File: config.mk
export PLATFORM = sky130hd
export DESIGN_NAME = ipmb_frame_parser
export DESIGN_NICKNAME = d
export VERILOG_FILES = /design/src/ipfp_pkg.sv /design/src/ipfp_in_stage.sv /design/src/ipfp_parse.sv /design/src/ipfp_out_stage.sv /design/src/ipmb_frame_parser.sv
export SDC_FILE = /design/constraint.sdc
export NUM_CORES = 1
export LEC_CHECK = 0
export BUFFER_PORTS_ARGS = -buffer_cell sky130_fd_sc_hd__buf_2
export CAP_MARGIN = 0
export CORE_MARGIN = 10
export CORE_UTILIZATION = 35
export CTS_CLUSTER_SIZE = 14
export DETAILED_ROUTE_END_ITERATION = 10
export GPL_ROUTABILITY_DRIVEN = 0
export GPL_TIMING_DRIVEN = 1
export PLACE_DENSITY = 0.63
export SYNTH_ARGS = -nofsm -noshare
export SYNTH_HDL_FRONTEND = slang
export SYNTH_SLANG_ARGS = --single-unit
File: constraint.sdc
create_clock -name aclk -period 4.21 [get_ports aclk]
set_clock_uncertainty 0.05 [all_clocks]
set_input_delay 0.421 -clock aclk [delete_from_list [all_inputs] [get_ports aclk]]
set_output_delay 0.421 -clock aclk [all_outputs]
set_load 0.05 [all_outputs]
File: src/ipfp_pkg.sv
// Package for the IPMB frame parser: beat and result types, status codes
// and frame-size constants. Has no dependencies; every other file imports it.
package ipfp_pkg;

    // Smallest legal request frame in bytes (header plus command plus checksum).
    localparam logic [7:0] MIN_FRAME   = 8'd6;
    // Largest number of data bytes the block passes on per frame.
    localparam int         MAX_DATA    = 32;
    localparam logic [8:0] MAX_DATA_W  = 9'(MAX_DATA);
    localparam logic [7:0] POS_MAX     = 8'hFF;
    localparam logic [7:0] BCAST_BYTE  = 8'h00;
    localparam logic [7:0] RESET_LOCAL = 8'h20;

    typedef enum logic [2:0] {
        STATUS_OK        = 3'd0,
        STATUS_SHORT     = 3'd1,
        STATUS_HDR_BAD   = 3'd2,
        STATUS_BODY_BAD  = 3'd3,
        STATUS_TOO_LONG  = 3'd4
    } status_t;

    // One input beat.
    typedef struct packed {
        logic [7:0] rx_byte;
        logic       frame_end;
    } beat_t;

    // One result beat.
    typedef struct packed {
        logic [7:0] data_byte;
        logic       byte_valid;
        logic       last;
        status_t    status;
        logic       broadcast;
        logic [5:0] net_fn;
        logic [1:0] rs_lun;
        logic [7:0] rq_sa;
        logic [5:0] rq_seq;
        logic [1:0] rq_lun;
        logic [7:0] cmd;
        logic [5:0] payload_len;
    } result_t;

endpackage

File: src/ipfp_in_stage.sv
// Input register of the IPMB frame parser: captures one beat from the
// input channel. Depends on ipfp_pkg.
module ipfp_in_stage
    import ipfp_pkg::*;
(
    input  logic  aclk,
    input  logic  aresetn,
    input  logic  s_valid,
    output logic  s_ready,
    input  beat_t s_beat,
    input  logic  advance,
    output logic  beat_valid,
    output beat_t beat
);

    logic  valid_reg;
    logic  valid_next;
    beat_t beat_reg;

    // The register takes a new beat when it is empty or is being drained.
    assign s_ready    = !valid_reg || advance;
    assign valid_next = s_valid ? 1'b1 : (valid_reg && !advance);

    always_ff @(posedge aclk) begin
        if (!aresetn) begin
            valid_reg <= 1'b0;
        end else begin
            valid_reg <= valid_next;
        end
    end

    always_ff @(posedge aclk) begin
        if (s_valid && s_ready) begin
            beat_reg <= s_beat;
        end
    end

    assign beat_valid = valid_reg;
    assign beat       = beat_reg;

endmodule

File: src/ipfp_parse.sv
// Frame state and per-byte decode of the IPMB frame parser: field capture,
// checksums, data delay and the end-of-frame summary. Depends on ipfp_pkg.
module ipfp_parse
    import ipfp_pkg::*;
(
    input  logic       aclk,
    input  logic       aresetn,
    input  logic       cfg_wr_en,
    input  logic [7:0] cfg_wr_data,
    input  logic       advance,
    input  beat_t      beat,
    output logic       has_result,
    output result_t    result
);

    logic [7:0] local_address_reg;
    logic       at_start_reg,  at_start_next;
    logic       is_bcast_reg,  is_bcast_next;
    logic [7:0] pos_reg,       pos_next;
    logic [7:0] netfn_reg,     netfn_next;
    logic [7:0] rq_sa_reg,     rq_sa_next;
    logic [7:0] seq_reg,       seq_next;
    logic [7:0] cmd_reg,       cmd_next;
    logic [7:0] hsum_reg,      hsum_next;
    logic [7:0] bsum_reg,      bsum_next;
    logic [7:0] held_reg,      held_next;

    logic       bcast_drop;
    logic       emit;
    logic [8:0] data_idx;
    logic [8:0] frame_len;
    logic [8:0] data_count;
    logic [8:0] count_sat;
    logic [7:0] hdr_check;

    // Own address register, written directly from the configuration port.
    always_ff @(posedge aclk) begin
        if (!aresetn) begin
            local_address_reg <= RESET_LOCAL;
        end else if (cfg_wr_en) begin
            local_address_reg <= cfg_wr_data;
        end
    end

    // Length and data-window arithmetic from the current byte position.
    assign data_idx   = {1'b0, pos_reg} - {1'b0, MIN_FRAME};
    assign frame_len  = {1'b0, pos_reg} + 9'd1;
    assign data_count = frame_len - {1'b0, MIN_FRAME};
    assign count_sat  = (data_count > MAX_DATA_W) ? MAX_DATA_W : data_count;
    assign bcast_drop = at_start_reg && (beat.rx_byte == BCAST_BYTE);
    assign emit       = (pos_reg >= MIN_FRAME) && (data_idx < MAX_DATA_W);

    // Next state and result for the beat in the input register.
    always_comb begin
        at_start_next = 1'b0;
        is_bcast_next = is_bcast_reg;
        pos_next      = pos_reg;
        netfn_next    = netfn_reg;
        rq_sa_next    = rq_sa_reg;
        seq_next      = seq_reg;
        cmd_next      = cmd_reg;
        hsum_next     = hsum_reg;
        bsum_next     = bsum_reg;
        held_next     = held_reg;
        hdr_check     = hsum_reg + local_address_reg;
        result        = '0;
        has_result    = 1'b0;

        if (bcast_drop) begin
            // A leading zero byte marks the frame as broadcast, and ends it as short if last.
            is_bcast_next = 1'b1;
            if (beat.frame_end) begin
                has_result       = 1'b1;
                result.last      = 1'b1;
                result.status    = STATUS_SHORT;
                result.broadcast = 1'b1;
            end
        end else begin
            if (pos_reg < 8'd2) begin
                hsum_next = hsum_reg + beat.rx_byte;
            end else begin
                bsum_next = bsum_reg + beat.rx_byte;
            end
            case (pos_reg)
                8'd0:    netfn_next = beat.rx_byte;
                8'd2:    rq_sa_next = beat.rx_byte;
                8'd3:    seq_next   = beat.rx_byte;
                8'd4:    cmd_next   = beat.rx_byte;
                default: ;
            endcase
            held_next = beat.rx_byte;
            if (pos_reg != POS_MAX) begin
                pos_next = pos_reg + 8'd1;
            end
            // The previous byte goes out one beat late, inside the data window.
            result.data_byte  = emit ? held_reg : 8'd0;
            result.byte_valid = emit;
            has_result        = emit || beat.frame_end;

            // Summary on the final byte.
            hdr_check = hsum_next + local_address_reg;
            if (beat.frame_end) begin
                result.last      = 1'b1;
                result.broadcast = is_bcast_reg;
                if (frame_len < {1'b0, MIN_FRAME}) begin
                    result.status = STATUS_SHORT;
                end else begin
                    if (hdr_check != 8'd0) begin
                        result.status = STATUS_HDR_BAD;
                    end else if (bsum_next != 8'd0) begin
                        result.status = STATUS_BODY_BAD;
                    end else if (data_count > MAX_DATA_W) begin
                        result.status = STATUS_TOO_LONG;
                    end else begin
                        result.status = STATUS_OK;
                    end
                    result.net_fn      = netfn_next[7:2];
                    result.rs_lun      = netfn_next[1:0];
                    result.rq_sa       = rq_sa_next;
                    result.rq_seq      = seq_next[7:2];
                    result.rq_lun      = seq_next[1:0];
                    result.cmd         = cmd_next;
                    result.payload_len = count_sat[5:0];
                end
            end
        end

        // Every frame end returns the frame state to its reset values.
        if (beat.frame_end) begin
            at_start_next = 1'b1;
            is_bcast_next = 1'b0;
            pos_next      = 8'd0;
            netfn_next    = 8'd0;
            rq_sa_next    = 8'd0;
            seq_next      = 8'd0;
            cmd_next      = 8'd0;
            hsum_next     = 8'd0;
            bsum_next     = 8'd0;
            held_next     = 8'd0;
        end
    end

    // Frame state registers, updated once per processed beat.
    always_ff @(posedge aclk) begin
        if (!aresetn) begin
            at_start_reg <= 1'b1;
            is_bcast_reg <= 1'b0;
            pos_reg      <= 8'd0;
            netfn_reg    <= 8'd0;
            rq_sa_reg    <= 8'd0;
            seq_reg      <= 8'd0;
            cmd_reg      <= 8'd0;
            hsum_reg     <= 8'd0;
            bsum_reg     <= 8'd0;
            held_reg     <= 8'd0;
        end else if (advance) begin
            at_start_reg <= at_start_next;
            is_bcast_reg <= is_bcast_next;
            pos_reg      <= pos_next;
            netfn_reg    <= netfn_next;
            rq_sa_reg    <= rq_sa_next;
            seq_reg      <= seq_next;
            cmd_reg      <= cmd_next;
            hsum_reg     <= hsum_next;
            bsum_reg     <= bsum_next;
            held_reg     <= held_next;
        end
    end

endmodule

File: src/ipfp_out_stage.sv
// Output register of the IPMB frame parser: holds one result beat until the
// downstream side takes it. Depends on ipfp_pkg.
module ipfp_out_stage
    import ipfp_pkg::*;
(
    input  logic    aclk,
    input  logic    aresetn,
    input  logic    load,
    input  result_t result,
    output logic    out_free,
    output logic    m_valid,
    input  logic    m_ready,
    output result_t m_result
);

    logic    valid_reg;
    logic    valid_next;
    result_t result_reg;

    // The register can take a new result when empty or being read this cycle.
    assign out_free   = !valid_reg || m_ready;
    assign valid_next = load ? 1'b1 : (valid_reg && !m_ready);

    always_ff @(posedge aclk) begin
        if (!aresetn) begin
            valid_reg <= 1'b0;
        end else begin
            valid_reg <= valid_next;
        end
    end

    always_ff @(posedge aclk) begin
        if (load) begin
            result_reg <= result;
        end
    end

    assign m_valid  = valid_reg;
    assign m_result = result_reg;

endmodule

File: src/ipmb_frame_parser.sv
// Top level of the IPMB request frame parser: input register, frame decode
// and output register. Depends on ipfp_pkg, ipfp_in_stage, ipfp_parse, ipfp_out_stage.
//
//   Channel   Direction  Handshake          Payload
//   s_        in         s_valid/s_ready    rx_byte, frame_end
//   m_        out        m_valid/m_ready    data_byte ... payload_len (summary on last)
//   cfg_      in         cfg_wr_en          cfg_wr_data = local_address
//
// One byte per cycle is taken while the output is not stalled; the result a
// byte causes is decoded from the input register and loaded into the output
// register once that has room. A data byte itself rides on the result of
// the byte that follows it. Reset (aresetn low, synchronous) empties both
// registers, clears the frame state and sets local_address to 0x20. A stalled
// output holds its result and the input register fills, after which s_ready
// drops until m_ready returns.
module ipmb_frame_parser
    import ipfp_pkg::*;
(
    input  logic       aclk,
    input  logic       aresetn,
    input  logic       cfg_wr_en,
    input  logic [7:0] cfg_wr_data,
    input  logic       s_valid,
    output logic       s_ready,
    input  logic [7:0] s_rx_byte,
    input  logic       s_frame_end,
    output logic       m_valid,
    input  logic       m_ready,
    output logic [7:0] m_data_byte,
    output logic       m_byte_valid,
    output logic       m_last,
    output logic [2:0] m_status,
    output logic       m_broadcast,
    output logic [5:0] m_net_fn,
    output logic [1:0] m_rs_lun,
    output logic [7:0] m_rq_sa,
    output logic [5:0] m_rq_seq,
    output logic [1:0] m_rq_lun,
    output logic [7:0] m_cmd,
    output logic [5:0] m_payload_len
);

    beat_t   s_beat;
    beat_t   beat;
    logic    beat_valid;
    logic    advance;
    logic    out_free;
    logic    has_result;
    result_t result;
    result_t m_result;

    assign s_beat.rx_byte   = s_rx_byte;
    assign s_beat.frame_end = s_frame_end;

    // A beat is decoded when the output register has room for its result.
    assign advance = beat_valid && out_free;

    ipfp_in_stage u_in_stage (
        .aclk       (aclk),
        .aresetn    (aresetn),
        .s_valid    (s_valid),
        .s_ready    (s_ready),
        .s_beat     (s_beat),
        .advance    (advance),
        .beat_valid (beat_valid),
        .beat       (beat)
    );

    ipfp_parse u_parse (
        .aclk        (aclk),
        .aresetn     (aresetn),
        .cfg_wr_en   (cfg_wr_en),
        .cfg_wr_data (cfg_wr_data),
        .advance     (advance),
        .beat        (beat),
        .has_result  (has_result),
        .result      (result)
    );

    ipfp_out_stage u_out_stage (
        .aclk     (aclk),
        .aresetn  (aresetn),
        .load     (advance && has_result),
        .result   (result),
        .out_free (out_free),
        .m_valid  (m_valid),
        .m_ready  (m_ready),
        .m_result (m_result)
    );

    // Result fields onto their ports.
    assign m_data_byte   = m_result.data_byte;
    assign m_byte_valid  = m_result.byte_valid;
    assign m_last        = m_result.last;
    assign m_status      = m_result.status;
    assign m_broadcast   = m_result.broadcast;
    assign m_net_fn      = m_result.net_fn;
    assign m_rs_lun      = m_result.rs_lun;
    assign m_rq_sa       = m_result.rq_sa;
    assign m_rq_seq      = m_result.rq_seq;
    assign m_rq_lun      = m_result.rq_lun;
    assign m_cmd         = m_result.cmd;
    assign m_payload_len = m_result.payload_len;

endmodule

* After elaboration in Yosys (flattened, before gate mapping) *
Index checks and enable logic that the tools add are counted.

operators by class
  reduce and logical (&&, ||, !) cells = 26
  $add $sub $neg = 7
  equal/unequal tests = 5
  multiplexer cells = 40
  div/mod/pow operators = 0
  bitwise logic cells = 2
  $lt $le $gt $ge = 5
  $mul = 0
  shift operators = 0

operators with widths
  kind                   number
  $mux W8                25
  $mux W43               1
  $mux W38               1
  $add A8 B8 Y8          3
  $eq A8 B2 Y1 const B   2
  $logic_not A8 Y1       2
  $reduce_bool A8 Y1     2
  $mux W3                4
  $mux W5                2
  $add A8 B1 Y9 const B  1
  $gt A9 B6 Y1 const B   1
  $lt A9 B3 Y1 const B   1
  $lt A9 B6 Y1 const B   1
  $sub A8 B3 Y9 const B  1
  $sub A9 B3 Y9 const B  1
  $add A8 B1 Y8 const B  1
  $eq A8 B3 Y1 const B   1
  $ge A8 B3 Y1 const B   1
  $lt A8 B2 Y1 const B   1
  $ne A8 B8 Y1 const B   1
  $logic_and A1 B1 Y1    7
  $mux W1                6
  $mux W6                1
  $logic_not A1 Y1       4
  9 further kinds        14

storage, ports and cells
  output and inout bits = 54
  memories = 0
  ROM bits = 0
  bits in latches = 0
  logic and storage cells = 113
  flip-flop bits (word level) = 137
  bits in writable memories = 0

* Logic depth before layout (Yosys ltp) *
  word-level depth = 9
  gate-level depth with buffers = 17
  depth with buffers taken out = 16

* By module *
From an unflattened synthesis, not the netlist that was laid out.

second synthesis, totals
  cell total of the unflattened synthesis = 697
  area total of the unflattened synthesis = 7086.8 sq um

modules (own cells, without submodules)
  module             area an instance (sq um)  cells each  instances  sequential area each (sq um)
  ipfp_parse         5136.2                    625         1          1481.4
  ipfp_out_stage     1610.3                    56          1          1581.5
  ipfp_in_stage      327.8                     14          1          290.3
  ipmb_frame_parser  12.5                      2           1          0.0

* Worst setup path after synthesis *
No wires, ideal clock.

  path kind = register to register
  from = register u_in_stage.beat_reg, in the netlist u_in_stage.beat[2]
  to = register u_out_stage.result_reg, in the netlist u_out_stage.m_result[0], enable pin
  slack = -276 ps
  path buffers = 2
  cell stages (with the launch flop) = 8
  arrival time = 3972 ps
  cells stage by stage = edfxtp_1 buf_2 nor4_1 and4_1 clkbuf_1 nor4_1 nor2_1 nor2_1

between the ends
  longest elaborated chain between the ends = 4

ends and longest elaborated chain
  what                        RTL line                 text
  start: declaration          ipfp_in_stage.sv:18      beat_t beat_reg;
  start signal: assignment    ipfp_in_stage.sv:34      beat_reg <= s_beat;
  $logic_not A8 Y1            ipfp_parse.sv:50         assign bcast_drop = at_start_reg && (beat.rx_byte == BCAST_BYTE);
  $logic_and A1 B1 Y1         ipfp_parse.sv:50
  $mux W1                     ipfp_parse.sv:69         if (bcast_drop) begin
  $logic_and A1 B1 Y1         ipmb_frame_parser.sv:83  .load (advance && has_result),
  named net u_out_stage.load  ipfp_out_stage.sv:8      input logic load,
  end signal: assignment      ipfp_out_stage.sv:34     result_reg <= result;
  end: declaration            ipfp_out_stage.sv:18     result_t result_reg;

The timed path passes the listed nets, and every way through them passes these cells.
A chain may end at the register's enable or synchronous reset.

* Worst setup path after layout *
  from = register u_in_stage.beat_reg, in the netlist u_in_stage.beat[1]
  to = register u_out_stage.result_reg, in the netlist u_out_stage.m_result[41], data pin

between the ends
  longest elaborated chain between the ends = 9

ends and longest elaborated chain
  what                                                        RTL line                              text
  $add A8 B8 Y8, on equally long branches                     ipfp_parse.sv:80, ipfp_parse.sv:82
  $mux W8                                                     ipfp_parse.sv:79                      if (pos_reg < 8'd2) begin
  $mux W8                                                     ipfp_parse.sv:69
  $add A8 B8 Y8 / $reduce_bool A8 Y1 (equally long branches)  ipfp_parse.sv:101, ipfp_parse.sv:110
  $reduce_bool A8 Y1 / $mux W3 (equally long branches)        ipfp_parse.sv:108, ipfp_parse.sv:110
  $mux W3                                                     ipfp_parse.sv:108                     if (hdr_check != 8'd0) begin
  $mux W3                                                     ipfp_parse.sv:105                     if (frame_len < {1'b0, MIN_FRAME}) begin
  $mux W43                                                    ipfp_parse.sv:102                     if (beat.frame_end) begin
  $mux W5 *                                                   ipfp_parse.sv:69

Every way passes the cells marked *; elsewhere a longest branch is shown, timed or not. The select of a mux whose other input is x is not followed.

==> flow_metrics.env <==
export IMPL_fillCellCount=1926
export IMPL_critical_path_peak_fanout=3
export IMPL_post_cts_resized=0
export IMPL_max_slew_margin_rel_pct=41.29
export IMPL_outcome="complete, no violations"
export IMPL_cts_htree_levels=4
export IMPL_r2r_worst_path_cells=14
export IMPL_design_final_nets=820
export IMPL_drt_pass1_iterations=5
export IMPL_synthesis_instances=696
export IMPL_post_dp_hpwl_microns=11630
export IMPL_largest_register_ffs=52
export IMPL_setup_repair_after_global_routing_missed_its_margin="no"
export IMPL_timing_hold_worst_path_depth=1
export IMPL_multi_input_comb_area_sq_mm=0.003385
export IMPL_synthFlopType="dfxtp_1"
export IMPL_initial_utilization_pct=35.65
export IMPL_critical_r2r_capture="u_out_stage.m_result[41]"
export IMPL_irDropWorstVdd_mv=0.2513
export IMPL_final_hold_viol_count=0
export IMPL_postLayoutCoreUtil_pct=42.40
export IMPL_post_synth_cell_area_avg_sq_um=10.00
export IMPL_worst_endpoint_arrival_ns=3.87
export IMPL_post_cts_buffers=0
export IMPL_seqCellArea_sq_mm=0.003353
export IMPL_worst_hold_path_type="input pin to flop"
export IMPL_post_cts_hold_buffer_count=0
export IMPL_max_clock_path_buffers=2
export IMPL_crit_path_max_incr_delay_ns=0.42
export IMPL_global_route_wire_length_before_repair_microns=27780
export IMPL_post_drt_wl_per_cell_microns=16.06
export IMPL_cts_sinks=137
export IMPL_grt_ovfl_total=0
export IMPL_whs_endpoint="u_in_stage.beat[5]"
export IMPL_design_core_area_sq_mm=0.01953
export IMPL_timing_critical_path_cells="ha_1, fa_1, a21o_1, a21oi_1, xnor2_1, o21ai_0, ha_1, o21ai_0, a31oi_1, o41ai_1, xor2_1, and3_1, o211a_1, and4_1"
export IMPL_worstReg2RegStart="u_in_stage.beat[1]"
export IMPL_finalCritPeriodShare_pct=89.17
export IMPL_rows=51
export IMPL_critical_path_required_ns=4.33
export IMPL_timing_critical_path_slowest_stage_cell="edfxtp_1"
export IMPL_placement_io_buffers=75
export IMPL_drt_total_wl_microns=16810
export IMPL_worst_setup_hold_path_clk_slew_ns=0.06
export IMPL_postSynth_asyncResetShare_pct=0
export IMPL_drv_slew=0
export IMPL_detail_route_antenna_nets=0
export IMPL_maxCapViolCount=0
export IMPL_synth_fp_nets=748
export IMPL_final_instance_count_excl_fill=1047
export IMPL_power_density_mw_per_mm2=405.4
export IMPL_area_delta_synth_final_pct=18.95
export IMPL_cts_made_buffers=17
export IMPL_critical_path_class="flop to flop"
export IMPL_die_x_microns=161.0
export IMPL_setup_tns_ns=0
export IMPL_end_kind="flop"
export IMPL_grt_antenna_before_repair=1
export IMPL_total_leakage_power_nw=2.966
export IMPL_die_area_sq_mm=0.02593
export IMPL_netlist_cell_type_count=65
export IMPL_final_setup_fails=0
export IMPL_drc=0
export IMPL_grt_max_degree=51
export IMPL_cts_tree="yes"
export IMPL_worstMarginPinSlew_ns=0.8759
export IMPL_cts_root_buf="clkbuf_16"
export IMPL_detail_route_vias_per_cell=5.126
export IMPL_post_synth_instance_area_sq_mm=0.006960
export IMPL_die_h_microns=161.0
export IMPL_layout_cells_sized_above_1_pct=19.08
export IMPL_first_iter_violations=373
export IMPL_regToRegSetupSlack_ns=0.46
export IMPL_min_from="s_rx_byte[4]"
export IMPL_setup_worst_path_start_class="flop"
export IMPL_critical_path_top_delay_family="compound AO/OA/AOI/OAI gates"
export IMPL_timing_fmax_ghz=0.2664
export IMPL_synth_edf_count=61
export IMPL_synth_seq_area_share_pct=48.18
export IMPL_ys_warn_count=0
export IMPL_final_period_minus_worst_setup_slack_ns=3.754
export IMPL_first_global_vias=5193
export IMPL_route_vias_total=5367
export IMPL_worstPathBufferInverterCount=0
export IMPL_worst_skew_pair_late_latency_ns=0.43
export IMPL_global_route_usage_total_pct=13.08
export IMPL_numPlacedInstances=1014
export IMPL_floorplan_io_pins=76
export IMPL_synth_seq_cells=137
-- where the power goes --
part	switching (mW)	internal [mW]	leakage, nW
Clock	0.598	1.01	0.310
Combinational	0.195	0.102	1.50
Sequential	0.0264	1.42	1.16
Total	0.819	2.54	2.97
-- placed cells by master, fill, tap and decap left out, drive strengths merged, types with 4 or more instances in the layout --
cell type,synthesis,layout
o21ai,25,25
ha,27,27
o21bai,5,5
dfxtp,76,76
xnor2,10,10
inv,11,15
xor2,10,10
edfxtp,61,61
a31oi,5,5
nand3,31,31
clkbuf,25,19
a21oi,46,46
bufinv,0,4
nand2,59,59
nor2,38,38
a21o,8,8
a211oi,5,5
nand2b,8,8
clkinv,0,5
nor2b,68,68
and2,17,17
mux2i,20,20
a22oi,51,51
nor3,11,11
nor4,8,8
buf,18,96
-- logic make-up after synthesis --
| group | Yosys count | synth area share (%) |
|---|---|---|
| buf+inv | 54 | 3.469 |
| mux | 20 | 2.876 |
| fa+ha+maj | 30 | 5.716 |
| flops | 137 | 48.18 |
| simple gates | 260 | 20.49 |
| xor+xnor | 20 | 2.517 |
| compound gates | 175 | 16.75 |
-- metal layers --
metal  GRT usage (%)  wire [microns]
met1           17.09            8098
met2           20.66            7716
met3           3.915             838
met4           3.350             158
met5               0               0
-- area by class of cell --
cell class	instances	area share, %
tap	265	4.005
clock inverter	13	2.297
clock buffer	19	5.350
timing repair buffer	96	6.438
sequential	137	40.50
antenna	1	0.03023
multi-input combinational	505	40.88
inverter	11	0.4987
-- how the worst max path moves through the flow --
stage	slack, ns	to	depth (start not counted)	startpoint
floorplan	0.58	u_out_stage.m_result[0]	7	u_in_stage.beat[2]
global placement	0.59	u_out_stage.m_result[41]	14	u_in_stage.beat[1]
detailed placement	0.52	u_out_stage.m_result[41]	14	u_in_stage.beat[1]
CTS	0.48	u_out_stage.m_result[41]	14	u_in_stage.beat[1]
global route	0.19	u_out_stage.m_result[41]	14	u_in_stage.beat[1]
finish	0.46	u_out_stage.m_result[41]	14	u_in_stage.beat[1]
-- stage by stage --
step | hold WS [ns] | area, sq um | total power [mW] | worst slack [ns]
final | 0.1193 | 8279 | 3.356 | 0.4559
after global routing | 0.1059 | 8277 | 3.487 | 0.1856
after CTS | 0.1049 | 8277 | 3.385 | 0.4831
after detailed placement | 0.4188 | 7644 | 1.774 | 0.5161
after global placement | 0.4024 | 7644 | 1.769 | 0.5934
after floorplan | 0.3683 | 6963 | 1.689 | 0.5805
-- synth_stat cells (11+ instances only) --
master	n	area [sq um]
dfxtp_1	76	1521
nor2b_1	68	425.4
edfxtp_1	61	1832
nand2_1	56	210.2
a22oi_1	51	382.9
a21oi_1	46	230.2
nor2_1	35	131.4
nand3_1	29	145.1
ha_1	27	337.8
clkbuf_1	24	90.09
o21ai_0	24	120.1
mux2i_1	20	200.2
and2_1	16	100.1
buf_2	12	60.06
inv_1	11	41.29
nor3_1	11	55.05
No activity file was read; power rests on OpenSTA's default activity.
